### config.mk
export PLATFORM = sky130hd
export DESIGN_NAME = csrmv_back
export DESIGN_NICKNAME = d
export VERILOG_FILES = /design/src/rtl/csrmv_pkg.sv /design/src/rtl/csrmv_back.sv
export SDC_FILE = /design/constraint.sdc
export NUM_CORES = 2
export LEC_CHECK = 0
export ABC_AREA = 1
export BUFFER_PORTS_ARGS = -buffer_cell sky130_fd_sc_hd__buf_2
export CORE_AREA = 8 8 281 283
export DETAILED_ROUTE_END_ITERATION = 12
export DIE_AREA = 0 0 289 291
export HOLD_SLACK_MARGIN = 0.15
export PLACE_DENSITY = 0.82
export RECOVER_POWER = 50
export SYNTH_ARGS = -nofsm -noshare
export SYNTH_HDL_FRONTEND = slang
export SYNTH_SLANG_ARGS = --single-unit
### constraint.sdc
create_clock -name clk -period 23.2 [get_ports clk]
set_clock_uncertainty 0.15 [all_clocks]
set_input_delay 4.64 -clock clk [delete_from_list [all_inputs] [get_ports clk]]
set_output_delay 4.64 -clock clk [all_outputs]
set_load 0.02 [all_outputs]
### src/rtl/csrmv_pkg.sv
// Shared types and constants for the sparse CSR matrix-vector MAC.
// Used by every module of the block except csrmv_ram; depends on nothing.
`timescale 1ns / 1ps
`default_nettype none

package csrmv_pkg;

  localparam int CMD_W       = 2;
  localparam int COL_W       = 10;
  localparam int VAL_W       = 32;
  localparam int ACC_W       = 48;
  localparam int ROW_W       = 16;
  localparam int ADDR_EXT_W  = 17;

  localparam int QUEUE_DEPTH = 4;
  localparam int QPTR_W      = $clog2(QUEUE_DEPTH);
  localparam int LEVEL_W     = $clog2(QUEUE_DEPTH + 1);

  localparam logic [VAL_W-1:0] OUT_MAX = {1'b0, {(VAL_W-1){1'b1}}};
  localparam logic [VAL_W-1:0] OUT_MIN = {1'b1, {(VAL_W-1){1'b0}}};
  localparam logic [ACC_W-1:0] ACC_MAX = {1'b0, {(ACC_W-1){1'b1}}};
  localparam logic [ACC_W-1:0] ACC_MIN = {1'b1, {(ACC_W-1){1'b0}}};

  typedef enum logic [CMD_W-1:0] {
    CMD_LOAD      = 2'd0,
    CMD_NONZERO   = 2'd1,
    CMD_EMPTY_ROW = 2'd2
  } cmd_t;

  // One classified operation handed from the front end to the back end.
  typedef struct packed {
    logic             empty_row;
    logic             row_end;
    logic             mat_end;
    logic [VAL_W-1:0] value;
    logic [VAL_W-1:0] vec_entry;
  } op_t;

endpackage

`default_nettype wire

### src/rtl/csrmv_back.sv
// Back end: multiplies, accumulates with saturation, and holds the result
// beat in an output register. Uses csrmv_pkg.
`timescale 1ns / 1ps
`default_nettype none

module csrmv_back #(
  parameter int MAX_ROWS = 65536
) (
  input  wire logic                          clk,
  input  wire logic                          rst_n,
  input  wire logic                          q_valid,
  input  wire csrmv_pkg::op_t                q_op,
  output logic                               pop,
  output logic                               out_valid,
  input  wire logic                          out_ready,
  output logic [csrmv_pkg::VAL_W-1:0]        out_row_sum,
  output logic [csrmv_pkg::ROW_W-1:0]        out_row_number,
  output logic                               out_last
);

  logic                              advance;
  logic signed [2*csrmv_pkg::VAL_W-1:0] prod;

  logic                              b1_valid_r;
  logic                              b1_empty_r;
  logic                              b1_row_end_r;
  logic                              b1_mat_end_r;
  logic [csrmv_pkg::ACC_W-1:0]       b1_prod_r;

  logic [csrmv_pkg::ACC_W-1:0]       acc_r;
  logic [csrmv_pkg::ACC_W-1:0]       acc_nxt;
  logic [csrmv_pkg::ACC_W:0]         sum_wide;
  logic [csrmv_pkg::ACC_W-1:0]       sum_sat;
  logic [csrmv_pkg::VAL_W-1:0]       sum_out;
  logic                              emit;
  logic [csrmv_pkg::ROW_W-1:0]       row_cnt_r;
  logic [csrmv_pkg::ROW_W-1:0]       row_cnt_nxt;
  logic [csrmv_pkg::ROW_W:0]         row_inc;
  logic                              out_valid_r;
  logic [csrmv_pkg::VAL_W-1:0]       out_sum_r;
  logic [csrmv_pkg::ROW_W-1:0]       out_row_r;
  logic                              out_last_r;

  assign advance = !out_valid_r || out_ready;
  assign pop     = advance && q_valid;
  assign prod    = $signed(q_op.value) * $signed(q_op.vec_entry);

  assign sum_wide = {b1_prod_r[csrmv_pkg::ACC_W-1], b1_prod_r}
                  + {acc_r[csrmv_pkg::ACC_W-1], acc_r};

  always_comb begin
    if (sum_wide[csrmv_pkg::ACC_W] != sum_wide[csrmv_pkg::ACC_W-1]) begin
      sum_sat = sum_wide[csrmv_pkg::ACC_W] ? csrmv_pkg::ACC_MIN : csrmv_pkg::ACC_MAX;
    end else begin
      sum_sat = sum_wide[csrmv_pkg::ACC_W-1:0];
    end
    if ((&sum_sat[csrmv_pkg::ACC_W-1:csrmv_pkg::VAL_W-1]) ||
        !(|sum_sat[csrmv_pkg::ACC_W-1:csrmv_pkg::VAL_W-1])) begin
      sum_out = sum_sat[csrmv_pkg::VAL_W-1:0];
    end else begin
      sum_out = sum_sat[csrmv_pkg::ACC_W-1] ? csrmv_pkg::OUT_MIN : csrmv_pkg::OUT_MAX;
    end
  end

  assign emit    = b1_empty_r || b1_row_end_r;
  assign row_inc = {1'b0, row_cnt_r} + (csrmv_pkg::ROW_W+1)'(1);

  always_comb begin
    acc_nxt     = acc_r;
    row_cnt_nxt = row_cnt_r;
    if (advance && b1_valid_r) begin
      if (!b1_empty_r) begin
        acc_nxt = b1_row_end_r ? '0 : sum_sat;
      end
      if (emit) begin
        if (b1_mat_end_r || (row_inc >= (csrmv_pkg::ROW_W+1)'(MAX_ROWS))) begin
          row_cnt_nxt = '0;
        end else begin
          row_cnt_nxt = row_inc[csrmv_pkg::ROW_W-1:0];
        end
      end
    end
  end

  always_ff @(posedge clk) begin
    if (!rst_n) begin
      b1_valid_r  <= 1'b0;
      out_valid_r <= 1'b0;
      acc_r       <= '0;
      row_cnt_r   <= '0;
    end else begin
      acc_r     <= acc_nxt;
      row_cnt_r <= row_cnt_nxt;
      if (advance) begin
        b1_valid_r  <= q_valid;
        out_valid_r <= b1_valid_r && emit;
      end
    end
    if (pop) begin
      b1_empty_r   <= q_op.empty_row;
      b1_row_end_r <= q_op.row_end;
      b1_mat_end_r <= q_op.mat_end;
      b1_prod_r    <= prod[2*csrmv_pkg::VAL_W-1:16];
    end
    if (advance && b1_valid_r && emit) begin
      out_sum_r  <= b1_empty_r ? '0 : sum_out;
      out_row_r  <= row_cnt_r;
      out_last_r <= b1_mat_end_r;
    end
  end

  assign out_valid      = out_valid_r;
  assign out_row_sum    = out_sum_r;
  assign out_row_number = out_row_r;
  assign out_last       = out_last_r;

endmodule

`default_nettype wire

# ---- After elaboration in Yosys (flattened, before gate mapping)
# Cells that the tools add are included.
dict set report word_totals {
  reg_bits 166
  mem_count 0
  rom_bits 0
  latch_bits 0
  elab_cells 37
  mem_bits_rw 0
  in_bits 71
  out_inout_bits 51
}
dict set report op_classes {
  add_sub_neg 2
  reduce_logical 14
  n_mux 6
  shift 0
  div_mod_pow 0
  magnitude_cmp 1
  bitwise 1
  eq_ne 1
  multipliers 1
}
# cell count
set op_table {}
lappend op_table {{$mux 48} 3}
lappend op_table {{$mul 32x32->64} 1}
lappend op_table {{$mux 32} 2}
lappend op_table {{$add 48x48->49} 1}
lappend op_table {{$add 16x1->17 const B} 1}
lappend op_table {{$ge 17x17->1 const B} 1}
lappend op_table {{$reduce_and 17->1} 1}
lappend op_table {{$reduce_or 17->1} 1}
lappend op_table {{$mux 16} 1}
lappend op_table {{$logic_and 1x1->1} 4}
lappend op_table {{$logic_or 1x1->1} 4}
lappend op_table {{$reduce_and 2->1} 2}
lappend op_table {{$logic_not 1->1} 2}
lappend op_table {{$ne 1x1->1} 1}
lappend op_table {{$not 1->1} 1}

# ---- Longest topological paths before layout
dict set report logic_depth {
  depth_word 7
  depth_mapped 31
  depth_no_buf 30
}

# ---- Worst setup path after synthesis
# OpenSTA, ideal clock, no wires.
dict set report synth_timing {
  path_type {input -> register}
  start {input q_op[63] (netlist bit)}
  end {register b1_prod_r[47] (netlist bit), data pin}
  required_ns 22.790
  stages 27
  setup_time_ns 0.260
  slack_ns 11.378
  path_buffers 1
  t_arrival_ns 11.412
  cell_sequence {clkbuf_1 nand2_1 inv_1 fa_1 fa_1 inv_1 fa_1 inv_1 fa_1 inv_1 fa_1 inv_1 fa_1 inv_1 fa_1 inv_1 fa_1 ha_1 a21oi_1 inv_1 a31oi_1 inv_1 a21oi_1 o22ai_1 nor3b_1 nand2_1 xnor2_1}
}
dict set report synth_via {
  elab_chain_len 1
}
# item line_no
set synth_rtl {}
lappend synth_rtl {{from (decl)} csrmv_back.sv:12} ;# input wire csrmv_pkg::op_t q_op,
lappend synth_rtl {{$mul 32x32->64} csrmv_back.sv:46} ;# assign prod = $signed(q_op.value) * $signed(q_op.vec_entry);
lappend synth_rtl {{net prod (one bit)} csrmv_back.sv:22} ;# logic signed [2*csrmv_pkg::VAL_W-1:0] prod;
lappend synth_rtl {{to (signal assigned)} csrmv_back.sv:103} ;# b1_prod_r <= prod[2*csrmv_pkg::VAL_W-1:16];
lappend synth_rtl {{to (decl)} csrmv_back.sv:28} ;# logic [csrmv_pkg::ACC_W-1:0] b1_prod_r;
# The timed path passes the listed nets, and every way through them passes these cells.
# A chain may end at the register's enable or synchronous reset.

# ---- Worst setup path in the final report
dict set report layout_timing {
  start {input q_op[5] (netlist bit)}
  end {register b1_prod_r[44] (netlist bit), data pin}
}
# The elaborated chain is that of the path after synthesis.

==> flow_metrics.tcl <==
set metrics [dict create \
    initial_core_util_pct 64.0 \
    end_kind "flop" \
    overflow 0 \
    layout-drive-gt1-share_pct 2.88 \
    max_freq_ghz 0.0790 \
    slew_headroom_pct -94.6 \
    syn_inst 6160 \
    hold_end "out_row_number[15]" \
    layout_setup_ws_ps 10550 \
    port_buffers 121 \
    r2r-end "out_row_sum[27]" \
    cts_tree "built" \
    synth_edf_count 100 \
    detail-route-antenna-nets 0 \
    cts_made_buffers 17 \
    root_buffer "clkbuf_16" \
    finalSetupTns_ps 0 \
    worstReg2RegStart "b1_prod_r[2]" \
    gp_congestion 0.986 \
    num_io_pins 122 \
    rsz0062_at_grt "false" \
    worst_setup_path_start_kind "input pin" \
    grt_pass1_wl_um 213000 \
    cap_violations 5 \
    num_rows 101 \
    post-place-ws_ps 10140 \
    finalWorstPathRequiredPeriod_ps 12650 \
    wl_per_cell_um 17.9 \
    reg2regPathDepth 22 \
    wl_met1_um 50300 \
    syn_nets 7544 \
    hold_depth 0 \
    drcViolationCount 0 \
    tightest_slew_ps 2920 \
    dieArea_um2 84100 \
    via_per_inst 5.38 \
    cts_setup_buffers 0 \
    first_pass_iters 8 \
    syn_area_um2 47900 \
    met3_length_um 10200 \
    ys_warn_count 0 \
    synth_area_per_cell_um2 7.78 \
    final_max_slew_viol_count 235 \
    core_area_um2 74800 \
    top_layer "met5" \
    min_period_over_period_pct 54.5 \
    layout.nets 7488 \
    cts_sinks 166 \
    cp_max_fo 32 \
    ctsResizeCount 0 \
    htree_levels 4 \
    worstSetupPathType "in -> reg" \
    die_y_um 291 \
    ys.flop_type "edfxtp_1" \
    vias 38200 \
    setup_viol 0 \
    clock_latency_ps 450 \
    hold_buffers 0 \
    die_w_um 289 \
    drtIter0Drc 2770 \
    dpl.hpwl_um 107000 \
    synth_cell_type_count 44 \
    clock_path_buffers 2 \
    grt_max_degree 58 \
    ys_seq_elements 166 \
    antenna_found_initial 8 \
    fillers 6256 \
    hp-start "row_cnt_r[15]" \
    ff2ff_setup_slack_ps 15700 \
    finalHoldViolCount 0 \
    track_usage_pct 31.6 \
    area_growth_pct 3.58 \
    outcome "finished with violations" \
    violations "max-capacitance violations, max-slew violations" \
    grt_pass1_vias 41700 \
    min_path_type "reg -> reg" \
    path_clk_slew_ps 70 \
    synth-seq-area-share_pct 9.03 \
    ys_async_sr_fraction_pct 0 \
    dr_wl_met2_um 62200 \
    required_ps 23250 \
    wirelength_um 127000 \
    critPathArrivalTime_ps 12700 \
]
cells in the final DEF (no fill, tap or decap), types with 11 or more instances in the layout:
master,netlist,layout
nand3_1,104,104
xor2_1,48,48
nand2_2,14,14
or2_2,12,12
a21oi_1,193,193
buf_4,0,24
nand2_1,1658,1658
inv_1,1858,1858
nand4_1,30,30
fa_1,1082,1082
nor3_1,26,25
dfxtp_1,66,66
clkbuf_1,214,57
xnor2_1,42,42
ha_1,231,231
o21a_1,14,14
buf_2,4,71
nor2_2,12,11
a31oi_1,24,24
edfxtp_1,100,100
o21ai_0,86,86
nor2_1,281,281
clkbuf_16,0,18
metal layers:
metal | global-route usage, % | up-vias
met2 | 53.9 | 1707
met5 | 0 | -
met1 | 40.6 | 18900
met3 | 5.09 | 364
li1 | - | 17300
met4 | 11.3 | 4
cell type report:
class / count / area, µm² / share of cell area, %
Tap cell: 978 / 1220 / 2.47
Clock buffer: 20 / 458 / 0.923
Sequential cell: 166 / 4320 / 8.72
Antenna cell: 8 / 20.0 / 0.0404
Multi-Input combinational cell: 3902 / 35700 / 72.0
Clock inverter: 12 / 131 / 0.265
Timing Repair Buffer: 150 / 742 / 1.50
Inverter: 1867 / 7010 / 14.1
worst max-delay path by stage:
| stage | start | end | slack, ps | cells after the start |
|---|---|---|---|---|
| 3_5_place_dp | q_op[5] | b1_prod_r[44] | 10140 | 28 |
| 5_1_grt | q_op[5] | b1_prod_r[44] | 10020 | 28 |
| 3_3_place_gp | q_op[5] | b1_prod_r[47] | 10340 | 27 |
| 6_report | q_op[5] | b1_prod_r[44] | 10550 | 28 |
| 2_1_floorplan | q_op[63] | b1_prod_r[47] | 11380 | 27 |
| 4_1_cts | q_op[5] | b1_prod_r[44] | 10620 | 28 |
synth_stat cells, types with 14 or more instances:
master	instances	area, µm²
inv_1	1858	6970
nand2_1	1658	6220
fa_1	1082	21700
nor2_1	281	1050
ha_1	231	2890
clkbuf_1	214	803
a21oi_1	193	966
nand3_1	104	521
edfxtp_1	100	3000
o21ai_0	86	430
dfxtp_1	66	1320
xor2_1	48	420
xnor2_1	42	368
nand4_1	30	188
nor3_1	26	130
a31oi_1	24	150
nand2_2	14	87.6
o21a_1	14	105
critical path: stages:
cell and delay, ps:
buf_2 580, nand2_1 290, inv_1 150, fa_1 510
fa_1 700, inv_1 90, fa_1 540, inv_1 70
fa_1 850, inv_1 400, fa_1 600, inv_1 60
fa_1 530, inv_1 50, fa_1 470, inv_1 50
fa_1 470, ha_1 380, a21oi_1 260, o21ai_0 130
inv_1 90, o21ai_0 80, inv_1 110, nor2_1 60
a211oi_1 300, nand2_1 100, nand2_1 70, nand2_1 60
sequential cells by signal (all words and copies together) (netlist names):
name	count
b1_valid_r	1
b1_prod_r	48
out_valid	1
b1_mat_end_r	1
b1_row_end_r	1
b1_empty_r	1
acc_r	48
out_row_number	16
out_row_sum	32
row_cnt_r	16
out_last	1
stage by stage:
step	utilization [%]	hold slack, ps	cells	instance area, µm²
6_report	66.3	280	7103	49600
5_1_grt	66.3	302	7096	49600
4_1_cts	66.4	282	7095	49700
3_5_place_dp	65.6	265	7063	49100
3_3_place_gp	65.6	262	7063	49100
2_1_floorplan	-	258	6160	47900
logic make-up (layout without fill, tap and decap cells):
group           after synthesis  after routing  share of synthesized area [%]
other cells                   0              8                              0
flops                       166            166                           9.03
compound gates              341            341                           3.83
buf+inv                    2092           2049                           16.5
xor+xnor                     90             90                           1.65
fa+ha+maj                  1313           1313                           51.3
simple gates               2158           2158                           17.8
Power is not shown: default switching activity piles up to over one toggle a cycle in this logic, so the estimate is an artifact.
