**src/rtl/csrmv_pkg.sv**
```systemverilog
// Shared types and constants for the sparse CSR matrix-vector MAC.
// Used by every module of the block except csrmv_ram; depends on nothing.
`timescale 1ns / 1ps
`default_nettype none

package csrmv_pkg;

  localparam int CMD_W       = 2;
  localparam int COL_W       = 10;
  localparam int VAL_W       = 32;
  localparam int ACC_W       = 48;
  localparam int ROW_W       = 16;
  localparam int ADDR_EXT_W  = 17;

  localparam int QUEUE_DEPTH = 4;
  localparam int QPTR_W      = $clog2(QUEUE_DEPTH);
  localparam int LEVEL_W     = $clog2(QUEUE_DEPTH + 1);

  localparam logic [VAL_W-1:0] OUT_MAX = {1'b0, {(VAL_W-1){1'b1}}};
  localparam logic [VAL_W-1:0] OUT_MIN = {1'b1, {(VAL_W-1){1'b0}}};
  localparam logic [ACC_W-1:0] ACC_MAX = {1'b0, {(ACC_W-1){1'b1}}};
  localparam logic [ACC_W-1:0] ACC_MIN = {1'b1, {(ACC_W-1){1'b0}}};

  typedef enum logic [CMD_W-1:0] {
    CMD_LOAD      = 2'd0,
    CMD_NONZERO   = 2'd1,
    CMD_EMPTY_ROW = 2'd2
  } cmd_t;

  // One classified operation handed from the front end to the back end.
  typedef struct packed {
    logic             empty_row;
    logic             row_end;
    logic             mat_end;
    logic [VAL_W-1:0] value;
    logic [VAL_W-1:0] vec_entry;
  } op_t;

endpackage

`default_nettype wire

```
**src/rtl/csrmv_queue.sv**
```systemverilog
// Short operation queue between the front end and the back end.
// Uses csrmv_pkg for the operation type and the depth.
`timescale 1ns / 1ps
`default_nettype none

module csrmv_queue (
  input  wire logic                          clk,
  input  wire logic                          rst_n,
  input  wire logic                          push,
  input  wire csrmv_pkg::op_t                push_op,
  input  wire logic                          pop,
  output logic                               q_valid,
  output csrmv_pkg::op_t                     q_op,
  output logic [csrmv_pkg::LEVEL_W-1:0]      q_level
);

  csrmv_pkg::op_t                    store_r [csrmv_pkg::QUEUE_DEPTH];
  logic [csrmv_pkg::QPTR_W-1:0]      wr_ptr_r;
  logic [csrmv_pkg::QPTR_W-1:0]      rd_ptr_r;
  logic [csrmv_pkg::LEVEL_W-1:0]     level_r;
  logic [csrmv_pkg::LEVEL_W-1:0]     level_nxt;
  logic                              do_pop;

  assign do_pop = pop && (level_r != '0);

  always_comb begin
    level_nxt = level_r;
    if (push && !do_pop) begin
      level_nxt = level_r + csrmv_pkg::LEVEL_W'(1);
    end else if (!push && do_pop) begin
      level_nxt = level_r - csrmv_pkg::LEVEL_W'(1);
    end
  end

  always_ff @(posedge clk) begin
    if (!rst_n) begin
      wr_ptr_r <= '0;
      rd_ptr_r <= '0;
      level_r  <= '0;
    end else begin
      if (push) begin
        wr_ptr_r <= wr_ptr_r + csrmv_pkg::QPTR_W'(1);
      end
      if (do_pop) begin
        rd_ptr_r <= rd_ptr_r + csrmv_pkg::QPTR_W'(1);
      end
      level_r <= level_nxt;
    end
    if (push) begin
      store_r[wr_ptr_r] <= push_op;
    end
  end

  assign q_valid = (level_r != '0);
  assign q_op    = store_r[rd_ptr_r];
  assign q_level = level_r;

endmodule

`default_nettype wire

```
**config.mk**
```make
export PLATFORM = sky130hd
export DESIGN_NAME = csrmv_queue
export DESIGN_NICKNAME = d
export VERILOG_FILES = /design/src/rtl/csrmv_pkg.sv /design/src/rtl/csrmv_queue.sv
export SDC_FILE = /design/constraint.sdc
export NUM_CORES = 1
export LEC_CHECK = 0
export ABC_AREA = 1
export BUFFER_PORTS_ARGS = -buffer_cell sky130_fd_sc_hd__buf_2
export CAP_MARGIN = 20
export CORE_MARGIN = 5
export CORE_UTILIZATION = 55
export CTS_CLUSTER_SIZE = 14
export DETAILED_ROUTE_END_ITERATION = 6
export PLACE_DENSITY = 0.77
export SYNTH_ARGS = -nofsm -noshare
export SYNTH_HDL_FRONTEND = slang
export SYNTH_SLANG_ARGS = --single-unit
```
**constraint.sdc**
```tcl
create_clock -name clk -period 6.2 [get_ports clk]
set_input_delay 0.62 -clock clk [delete_from_list [all_inputs] [get_ports clk]]
set_output_delay 0.62 -clock clk [all_outputs]
set_load 0.03 [all_outputs]
```
; ---- Yosys cells after proc, flatten, opt, wreduce, memory -nomap -nowiden
; Memory sizes are Yosys's and may differ from the RTL's. A register that Yosys moved wholly into a read port is not among the register bits.
; Cells that the tools add are included.
[word_totals]
register_bits = 7
latchBits = 0
mem_bits_rw = 268
romBits = 0
in_bits = 71
output_inout_bits = 71
elab_cells = 21
memories = 1
[mem_list]
columns = memory, words, width, rd, rd_clocked_by_memory_dff, write_ports, line
row1 = store_r, 4, 67, 1, 1, 1, csrmv_queue.sv:17  ; csrmv_pkg::op_t store_r [csrmv_pkg::QUEUE_DEPTH];
[classes]
addsub = 4
mul = 0
div_mod_pow = 0
magnitude_cmp = 0
n_eq_ne = 0
shifts = 0
muxes = 6
bitwise = 0
n_reduce_logical = 7
[op_table]
columns = cell, n
row1 = $mux W3, 2
row2 = $add A2 B1 Y2 const B, 2
row3 = $mux W2, 2
row4 = $add A3 B1 Y3 const B, 1
row5 = $logic_and A1 B1 Y1, 3
row6 = $reduce_bool A3 Y1, 1
row7 = $sub A3 B1 Y3 const B, 1
row8 = $logic_not A1 Y1, 2
row9 = $mux W1, 2
row10 = $reduce_bool A2 Y1, 1

; ---- Logic depth before layout (Yosys ltp)
; Gate-level depths: netlist (run 1).
[logic_depth]
word_depth = 5
ltp_mapped = 12
ltp_nobuf = 12

; ---- Least setup slack after synthesis (run 1)
; No wires, ideal clock.
[synth_timing]
path_kind = input port to flip-flop
startpoint = in push
endpoint = mem store_r[0][0] in the netlist's numbering, enable pin
arrival_ns = 1.956
required_ns = 5.779
setup_slack_ns = 3.823
stages = 2
n_path_buf = 0
cell_sequence = nand2_1 inv_1
[synth_via]
elab_chain_cells = 2
[synth_lines]
columns = element, line
row1 = from (decl), csrmv_queue.sv:9  ; input wire logic push,
row2 = $mux W1, csrmv_queue.sv:49  ; if (push) begin
row3 = $mux W1 (implied by the code), csrmv_queue.sv:50  ; store_r[wr_ptr_r] <= push_op;
row4 = to (decl), csrmv_queue.sv:17
; No other way between the ends.

==> key figures, run 1 <==
Critical path
  • Required time of the critical path: 5580 ps
  • Crit path launch type: register
  • Crit path DAT: 2730 ps
  • Start-to-end type of the worst setup path: reg -> out
  • Endpoint type of the worst setup path: primary output
  • Depth of the worst register-to-register path: 5
  • Crit Reg-Reg Startpoint: wr_ptr_r[0]$_SDFFE_PN0P_
  • Worst R2R End: store_r[0][25]$_DFFE_PP_
  • Crit path max fanout: 134
  • Setup slack of the worst register-to-register path: 4150 ps

Clock tree
  • Clock transition at the register clock pins on the worst setup and hold paths after CTS: 60 ps
  • CTS Hold Buffers Added: 0
  • Number of clock sinks: 277
  • Total CTS buffers: 27
  • Worst-skew pair later-pin latency: 520 ps
  • CTS tree: built
  • Max Buffers Root-to-Sink: 3
  • Post-cts gate resize count: 0
  • CTS root buffer: sky130_fd_sc_hd__clkbuf_16
  • H-tree depth: 1
  • Number of setup buffers added after CTS: 0

STA
  • Shortest clock period the worst path allows after layout: 3350 ps
  • Worst max-slew margin expressed relative to the limit: 37.9%
  • Layout Skew: 10.9 ps
  • Max-slew violation count: 0
  • Setup-violating endpoint count in the final report: 0
  • Final Hold Violating Endpoints: 0
  • Timing-limited maximum frequency: 298 MHz
  • Worst hold-check slack: 310 ps
  • RSZ-0062 raised after global routing: no
  • Total negative slack for setup checks: 0 ps
  • Share of the clock period used by the worst path after layout: 54.1%
  • Worst slew pin tran: 931 ps

Floorplanning
  • Die footprint: 21,800 um2
  • I/O Pins: 142
  • Die X-Extent: 147 um
  • Starting density of the core: 55.8%
  • Number of cell rows: 50
  • Vert. Die Dim: 147 um
  • Core region area: 18,600 um2

Yosys
  • Post-Synthesis Mean Instance Area: 14.6 um2
  • Number of warnings reported in the yosys synthesis log: 0
  • Distinct cell type count after synthesis: 21
  • Sequential fraction of the synthesis area: 79.1%
  • Flip-flop and latch count after synthesis: 277
  • Gate count of the mapped netlist: 710
  • Net count of the mapped netlist: 787
  • Synth Cell Area: 10,400 um2

Power and ir drop
  • Power density over cell area: 408 nW/um2
  • Switching Power: 1.61 mW
  • Share of total power in combinational logic: 25.3%
  • Clock group share of total power: 28.9%
  • Leakage power: 4.21 nW
  • Switching Fraction: 33.0%
  • Sequential Power Share: 45.8%
  • IR Drop Worst-Case VDD: 0.325 mV
  • Design internal power: 3.26 mW

GRT
  • Pin count of the biggest net entering global routing: 135
  • Global-route wire length before repair: 32,700 um
  • Vias in the first global route: 6,303
  • Gr usage total: 19.0%
  • Total congestion overflow after global routing: 0
  • Antenna violations before repair: 2

Placed design
  • HPWL Detailed: 12,200 um
  • Last weighted congestion value of the routability-driven placer: 0.720
  • Buffers added on ports: 141

Finish
  • Share of layout cells above drive strength 1: 21.9%
  • FILL cells: 1,376
  • Syn-to-layout area delta: 14.8%
  • Net count of the finished layout: 921

Detailed routing
  • Number of remaining DRC errors: 0
  • Initial DRC count: 358
  • 1st-pass router iterations: 6
  • DRT antenna net count: 0
  • Via count: 6,192
  • Total detailed-routing wirelength: 21,100 um
  • Per-cell routed wire length: 19.2 um
  • Vias per inst: 5.65

Flow run
  • Number of max-cap violations: 0

Worst hold path
  • Hold Crit Endpoint: store_r[0][30]$_DFFE_PP_
  • Worst hold path class: in -> reg
  • Hold_sp: push_op[30]
  • Hold-critical path depth: 1

Status
  • Run status: completed
==> layout make-up <==
type                    count  area (um2)  share of cell area [%]
flip-flops and latches    277        8230                    69.0
clock inverters            13        61.3                   0.514
well taps                 234         293                    2.45
clock buffers              32         694                    5.82
diodes                      1        2.50                  0.0210
inverters                  16        70.1                   0.587
multi-input cells         374        1820                    15.2
repair buffers            148         758                    6.36
==> cells in the mapped netlist <==
library cell | n | area [um2]
sky130_fd_sc_hd__edfxtp_1 | 268 | 8050
sky130_fd_sc_hd__nor2_1 | 140 | 526
sky130_fd_sc_hd__o21ai_0 | 134 | 671
sky130_fd_sc_hd__o22ai_1 | 67 | 419
sky130_fd_sc_hd__nand2_1 | 15 | 56.3
sky130_fd_sc_hd__buf_2 | 14 | 70.1
sky130_fd_sc_hd__inv_1 | 14 | 52.6
sky130_fd_sc_hd__buf_6 | 10 | 113
sky130_fd_sc_hd__dfxtp_1 | 9 | 180
sky130_fd_sc_hd__clkbuf_1 | 8 | 30.0
sky130_fd_sc_hd__clkbuf_2 | 7 | 35.0
sky130_fd_sc_hd__a21oi_1 | 5 | 25.0
sky130_fd_sc_hd__ha_1 | 5 | 62.6
sky130_fd_sc_hd__clkbuf_4 | 3 | 22.5
sky130_fd_sc_hd__nand3_1 | 3 | 15.0
sky130_fd_sc_hd__o21ai_1 | 3 | 15.0
sky130_fd_sc_hd__buf_8 | 1 | 15.0
sky130_fd_sc_hd__fa_1 | 1 | 20.0
sky130_fd_sc_hd__inv_2 | 1 | 3.75
sky130_fd_sc_hd__inv_6 | 1 | 8.76
sky130_fd_sc_hd__xor2_1 | 1 | 8.76
==> registers in the layout (all words and copies together) (netlist names), named ones only <==
register	cells
rd_ptr_r	2
wr_ptr_r	2
store_r	268
q_level	3
==> per-stage QoR <==
stage	worst slack, ps	instance area (um2)	std cells	utilization (%)	total power [mW]
after floorplan	3820	10400	710	-	3.17
after global placement	3430	11200	1049	59.9	3.48
after detailed placement	3390	11200	1049	59.9	3.51
after CTS	2830	11900	1094	64.0	4.91
after global routing	2660	11900	1095	64.0	5.10
final	2850	11900	1095	64.0	4.87
==> routing by layer <==
layer | vias up | track usage [%] | share of wire, %
met5 | - | 0 | 0.062
met4 | 2 | 5.03 | 2.0
met3 | 32 | 4.23 | 6.8
met2 | 189 | 32.6 | 50
met1 | 3046 | 24.8 | 42
li1 | 2923 | - | -
==> power by group through the flow <==
stage          Clock [mW]  Sequential (mW)  Combinational [mW]
2_1_floorplan           0             2.23               0.935
3_3_place_gp            0             2.27                1.21
3_5_place_dp            0             2.27                1.24
4_1_cts              1.44             2.23                1.24
5_1_grt              1.52             2.24                1.33
6_report             1.41             2.23                1.23
==> layout by cell type, fill, tap and decap left out <==
cell type / netlist / final
sky130_fd_sc_hd__dfxtp_4: 0 / 1
sky130_fd_sc_hd__inv_2: 1 / 1
sky130_fd_sc_hd__ha_1: 5 / 5
sky130_fd_sc_hd__nand3_1: 3 / 3
sky130_fd_sc_hd__edfxtp_1: 268 / 268
sky130_fd_sc_hd__nor2_1: 140 / 140
sky130_fd_sc_hd__nand2_1: 15 / 15
sky130_fd_sc_hd__inv_1: 14 / 10
sky130_fd_sc_hd__o21ai_1: 3 / 3
sky130_fd_sc_hd__diode_2: 0 / 1
sky130_fd_sc_hd__o21ai_0: 134 / 134
sky130_fd_sc_hd__clkinv_2: 0 / 7
sky130_fd_sc_hd__buf_2: 14 / 141
sky130_fd_sc_hd__o22ai_1: 67 / 67
sky130_fd_sc_hd__clkbuf_1: 8 / 5
sky130_fd_sc_hd__fa_1: 1 / 1
sky130_fd_sc_hd__xor2_1: 1 / 1
sky130_fd_sc_hd__clkinvlp_4: 0 / 1
sky130_fd_sc_hd__clkinv_1: 0 / 8
sky130_fd_sc_hd__dfxtp_1: 9 / 7
sky130_fd_sc_hd__clkbuf_16: 0 / 27
sky130_fd_sc_hd__a21oi_1: 5 / 5
sky130_fd_sc_hd__dfxtp_2: 0 / 1
sky130_fd_sc_hd__buf_4: 0 / 7
sky130_fd_sc_hd__inv_6: 1 / 2
==> cells by family after synthesis <==
| group | Yosys count | synth area share, % |
|---|---|---|
| xor+xnor | 1 | 0.0843 |
| fa+ha+maj | 6 | 0.794 |
| flops | 277 | 79.1 |
| buf+inv | 59 | 3.37 |
| compound gates | 209 | 10.9 |
| simple gates | 158 | 5.74 |
==> worst max path at each step <==
stage	end	depth (start not counted)
5_1_grt	q_op[20]	4
3_5_place_dp	q_op[4]	4
2_1_floorplan	store_r[0][0]$_DFFE_PP_	2
6_report	q_op[4]	4
4_1_cts	q_op[4]	4
3_3_place_gp	q_op[58]	4
==> critical path: stages (launching register included) <==
cell,delay (ps)
sky130_fd_sc_hd__dfxtp_4,880
sky130_fd_sc_hd__inv_6,490
sky130_fd_sc_hd__o21ai_0,360
sky130_fd_sc_hd__o22ai_1,150
sky130_fd_sc_hd__buf_2,210
Note: power is estimated with default switching activity, not from simulation.
==> run 2: changes to the inputs <==
--- a/config.mk
+++ b/config.mk
@@ -9,10 +9,10 @@
 export BUFFER_PORTS_ARGS = -buffer_cell sky130_fd_sc_hd__buf_2
 export CAP_MARGIN = 20
 export CORE_MARGIN = 5
-export CORE_UTILIZATION = 55
+export CORE_UTILIZATION = 51
 export CTS_CLUSTER_SIZE = 14
 export DETAILED_ROUTE_END_ITERATION = 6
-export PLACE_DENSITY = 0.77
+export PLACE_DENSITY = 0.75
 export SYNTH_ARGS = -nofsm -noshare
 export SYNTH_HDL_FRONTEND = slang
 export SYNTH_SLANG_ARGS = --single-unit
==> constraint.sdc (replaced) <==
create_clock -name clk -period 2.85 [get_ports clk]
set_input_delay 0.285 -clock clk [delete_from_list [all_inputs] [get_ports clk]]
set_output_delay 0.285 -clock clk [all_outputs]
set_load 0.03 [all_outputs]
==> run 2 against run 1 <==
Compared with the run above:
- core utilization is essentially flat
- die area grew 7.3%
- clock skew grew 3.6 ps
- critical path type unchanged
- critical endpoint is now q_op[53]
- largest cell class unchanged
- largest power group unchanged
==> key figures, run 2 (same netlist as run 1, synthesis figures left out) <==
Critical path
  • Start-to-end type of the worst setup path: reg -> out
  • Worst stage delay on the critical path: 670 ps
  • Family with the most delay on the worst path: buffers and inverters
  • Depth of the worst register-to-register path: 5
  • Setup slack of the worst register-to-register path: 990 ps
  • Stages on the worst setup path: 5
  • CP max-delay cell: sky130_fd_sc_hd__dfxtp_4
  • Crit path DAT: 2340 ps
  • Required time of the critical path: 2570 ps
  • Worst path cell trace: inv_8 > buf_4 > o21ai_0 > o22ai_1 > buf_2
  • Endpoint type of the worst setup path: primary output
  • Crit path launch type: register
  • Worst path bufs/invs: 3
  • Crit path max fanout: 94

Floorplanning
  • Core region area: 20,200 um2
  • I/O Pins: 142
  • Vert. Die Dim: 153 um
  • Die footprint: 23,300 um2
  • Starting density of the core: 51.5%
  • Die X-Extent: 153 um
  • Number of cell rows: 52

STA
  • Final Hold Violating Endpoints: 0
  • Worst hold-check slack: 64.4 ps
  • RSZ-0062 raised after global routing: no
  • Setup-violating endpoint count in the final report: 0
  • Worst max-slew margin expressed relative to the limit: 64.1%
  • Max-slew violation count: 0
  • Share of the clock period used by the worst path after layout: 92.1%
  • Total negative slack for setup checks: 0 ps
  • Shortest clock period the worst path allows after layout: 2620 ps
  • Layout Skew: 14.5 ps
  • Timing-limited maximum frequency: 381 MHz
  • Worst slew pin tran: 538 ps

Worst hold path
  • Hold-critical path depth: 3
  • Worst hold path class: in -> reg

Placed design
  • HPWL Detailed: 12,800 um
  • Buffers added on ports: 141
  • Last weighted congestion value of the routability-driven placer: 0.740

Clock tree
  • Clock transition at the register clock pins on the worst setup and hold paths after CTS: 60 ps
  • Max Buffers Root-to-Sink: 3
  • Number of setup buffers added after CTS: 0
  • CTS root buffer: sky130_fd_sc_hd__clkbuf_16
  • CTS tree: built
  • H-tree depth: 1
  • Number of clock sinks: 277
  • Worst-skew pair later-pin latency: 520 ps
  • Total CTS buffers: 27

Detailed routing
  • Total detailed-routing wirelength: 21,900 um
  • Number of remaining DRC errors: 0
  • 1st-pass router iterations: 5
  • Vias per inst: 5.40
  • Initial DRC count: 530
  • Per-cell routed wire length: 18.1 um
  • DRT antenna net count: 0
  • Via count: 6,555

Finish
  • Syn-to-layout area delta: 24.1%
  • Net count of the finished layout: 999
  • Flip-flop count of the largest register, all copies and words added: 268
  • Most frequent cells in the layout: sky130_fd_sc_hd__edfxtp_1 (268), sky130_fd_sc_hd__buf_2 (141), sky130_fd_sc_hd__nor2_1 (140)
  • Largest Register: store_r
  • Commonest non-fill, non-tap cell in the layout: sky130_fd_sc_hd__edfxtp_1
  • Share of layout cells above drive strength 1: 21.8%

GRT
  • Pin count of the biggest net entering global routing: 95
  • Met3 Resource Use GR: 3.44%
  • Total congestion overflow after global routing: 0
  • Grt met1 use: 24.8%
  • Gr usage total: 18.1%
  • Antenna violations before repair: 0
  • Gr busiest metal: met2
  • Vias in the first global route: 6,468
  • Met2 usage in global routing: 30.1%
  • Global-route wire length before repair: 34,300 um

Power and ir drop
  • Leakage power: 4.62 nW
  • Power density over cell area: 863 nW/um2
  • IR Drop Worst-Case VDD: 0.658 mV

Flow run
  • Number of max-cap violations: 0

Status
  • Run status: completed
run 2: cell types whose count changed in the layout (fill, tap and decap cells not counted), moves of 3 or more:
cell,before,now
sky130_fd_sc_hd__buf_12,0,3
sky130_fd_sc_hd__clkbuf_8,0,3
sky130_fd_sc_hd__bufinv_16,0,3
sky130_fd_sc_hd__dlygate4sd3_1,0,67
sky130_fd_sc_hd__buf_4,7,14
sky130_fd_sc_hd__clkinv_1,8,4
run 2: what timing repair did:
action	CTS	global route
hold endpoints to repair	268	0
setup endpoints to repair	0	3
gates resized for setup	0	2
hold buffers	67	0
run 2: final timing paths:
path	start	end
worst max-delay path	register	q_op[53]
worst min-delay path	rst_n	q_level[2]$_SDFFE_PN0P_
worst max register to register	wr_ptr_r[0]$_SDFFE_PN0P_	store_r[2][62]$_DFFE_PP_
worst min register to register	rd_ptr_r[0]$_SDFFE_PN0P_	rd_ptr_r[0]$_SDFFE_PN0P_
run 2: per-stage QoR:
stage          area (um2)  utilization (%)  instances  setup WS [ps]  power [mW]
2_1_floorplan       10400                -        710            539        6.89
3_3_place_gp        11300             56.2       1096            727        7.62
3_5_place_dp        11300             56.2       1096            697        7.68
4_1_cts             12900             63.9       1213            141        11.2
5_1_grt             12900             63.9       1213           58.3        11.6
6_report            12900             64.0       1214            225        11.1
run 2: tightest hold or removal path: stages:
cell and delay [ps]:
sky130_fd_sc_hd__buf_2 140, sky130_fd_sc_hd__nand2_1 70, sky130_fd_sc_hd__nor2_1 30
run 2: power by group:
group / leakage (nW) / total, mW / switching (mW) / internal [mW]
clock: 0.435 / 3.46 / 1.37 / 2.09
combinational: 1.65 / 2.86 / 2.06 / 0.798
sequential: 2.54 / 4.81 / 0.129 / 4.68
total: 4.62 / 11.1 / 3.57 / 7.57
run 2: area by class of cell:
class / count / area, um2
Tap cell: 270 / 338
Clock inverter: 13 / 139
Timing Repair Buffer: 226 / 1550
Sequential cell: 277 / 8230
Fill cell: 1420 / 7270
Clock buffer: 37 / 743
Multi-Input combinational cell: 374 / 1820
Inverter: 16 / 72.6
Antenna cell: 1 / 2.50
run 2: layer usage:
| layer | share of wire [%] | routed length (um) | vias to the layer above |
|---|---|---|---|
| li1 | - | - | 3081 |
| met4 | 1.9 | 420 | 0 |
| met3 | 6.1 | 1340 | 37 |
| met2 | 49 | 10700 | 225 |
| met5 | 0 | 0 | - |
| met1 | 43 | 9440 | 3212 |
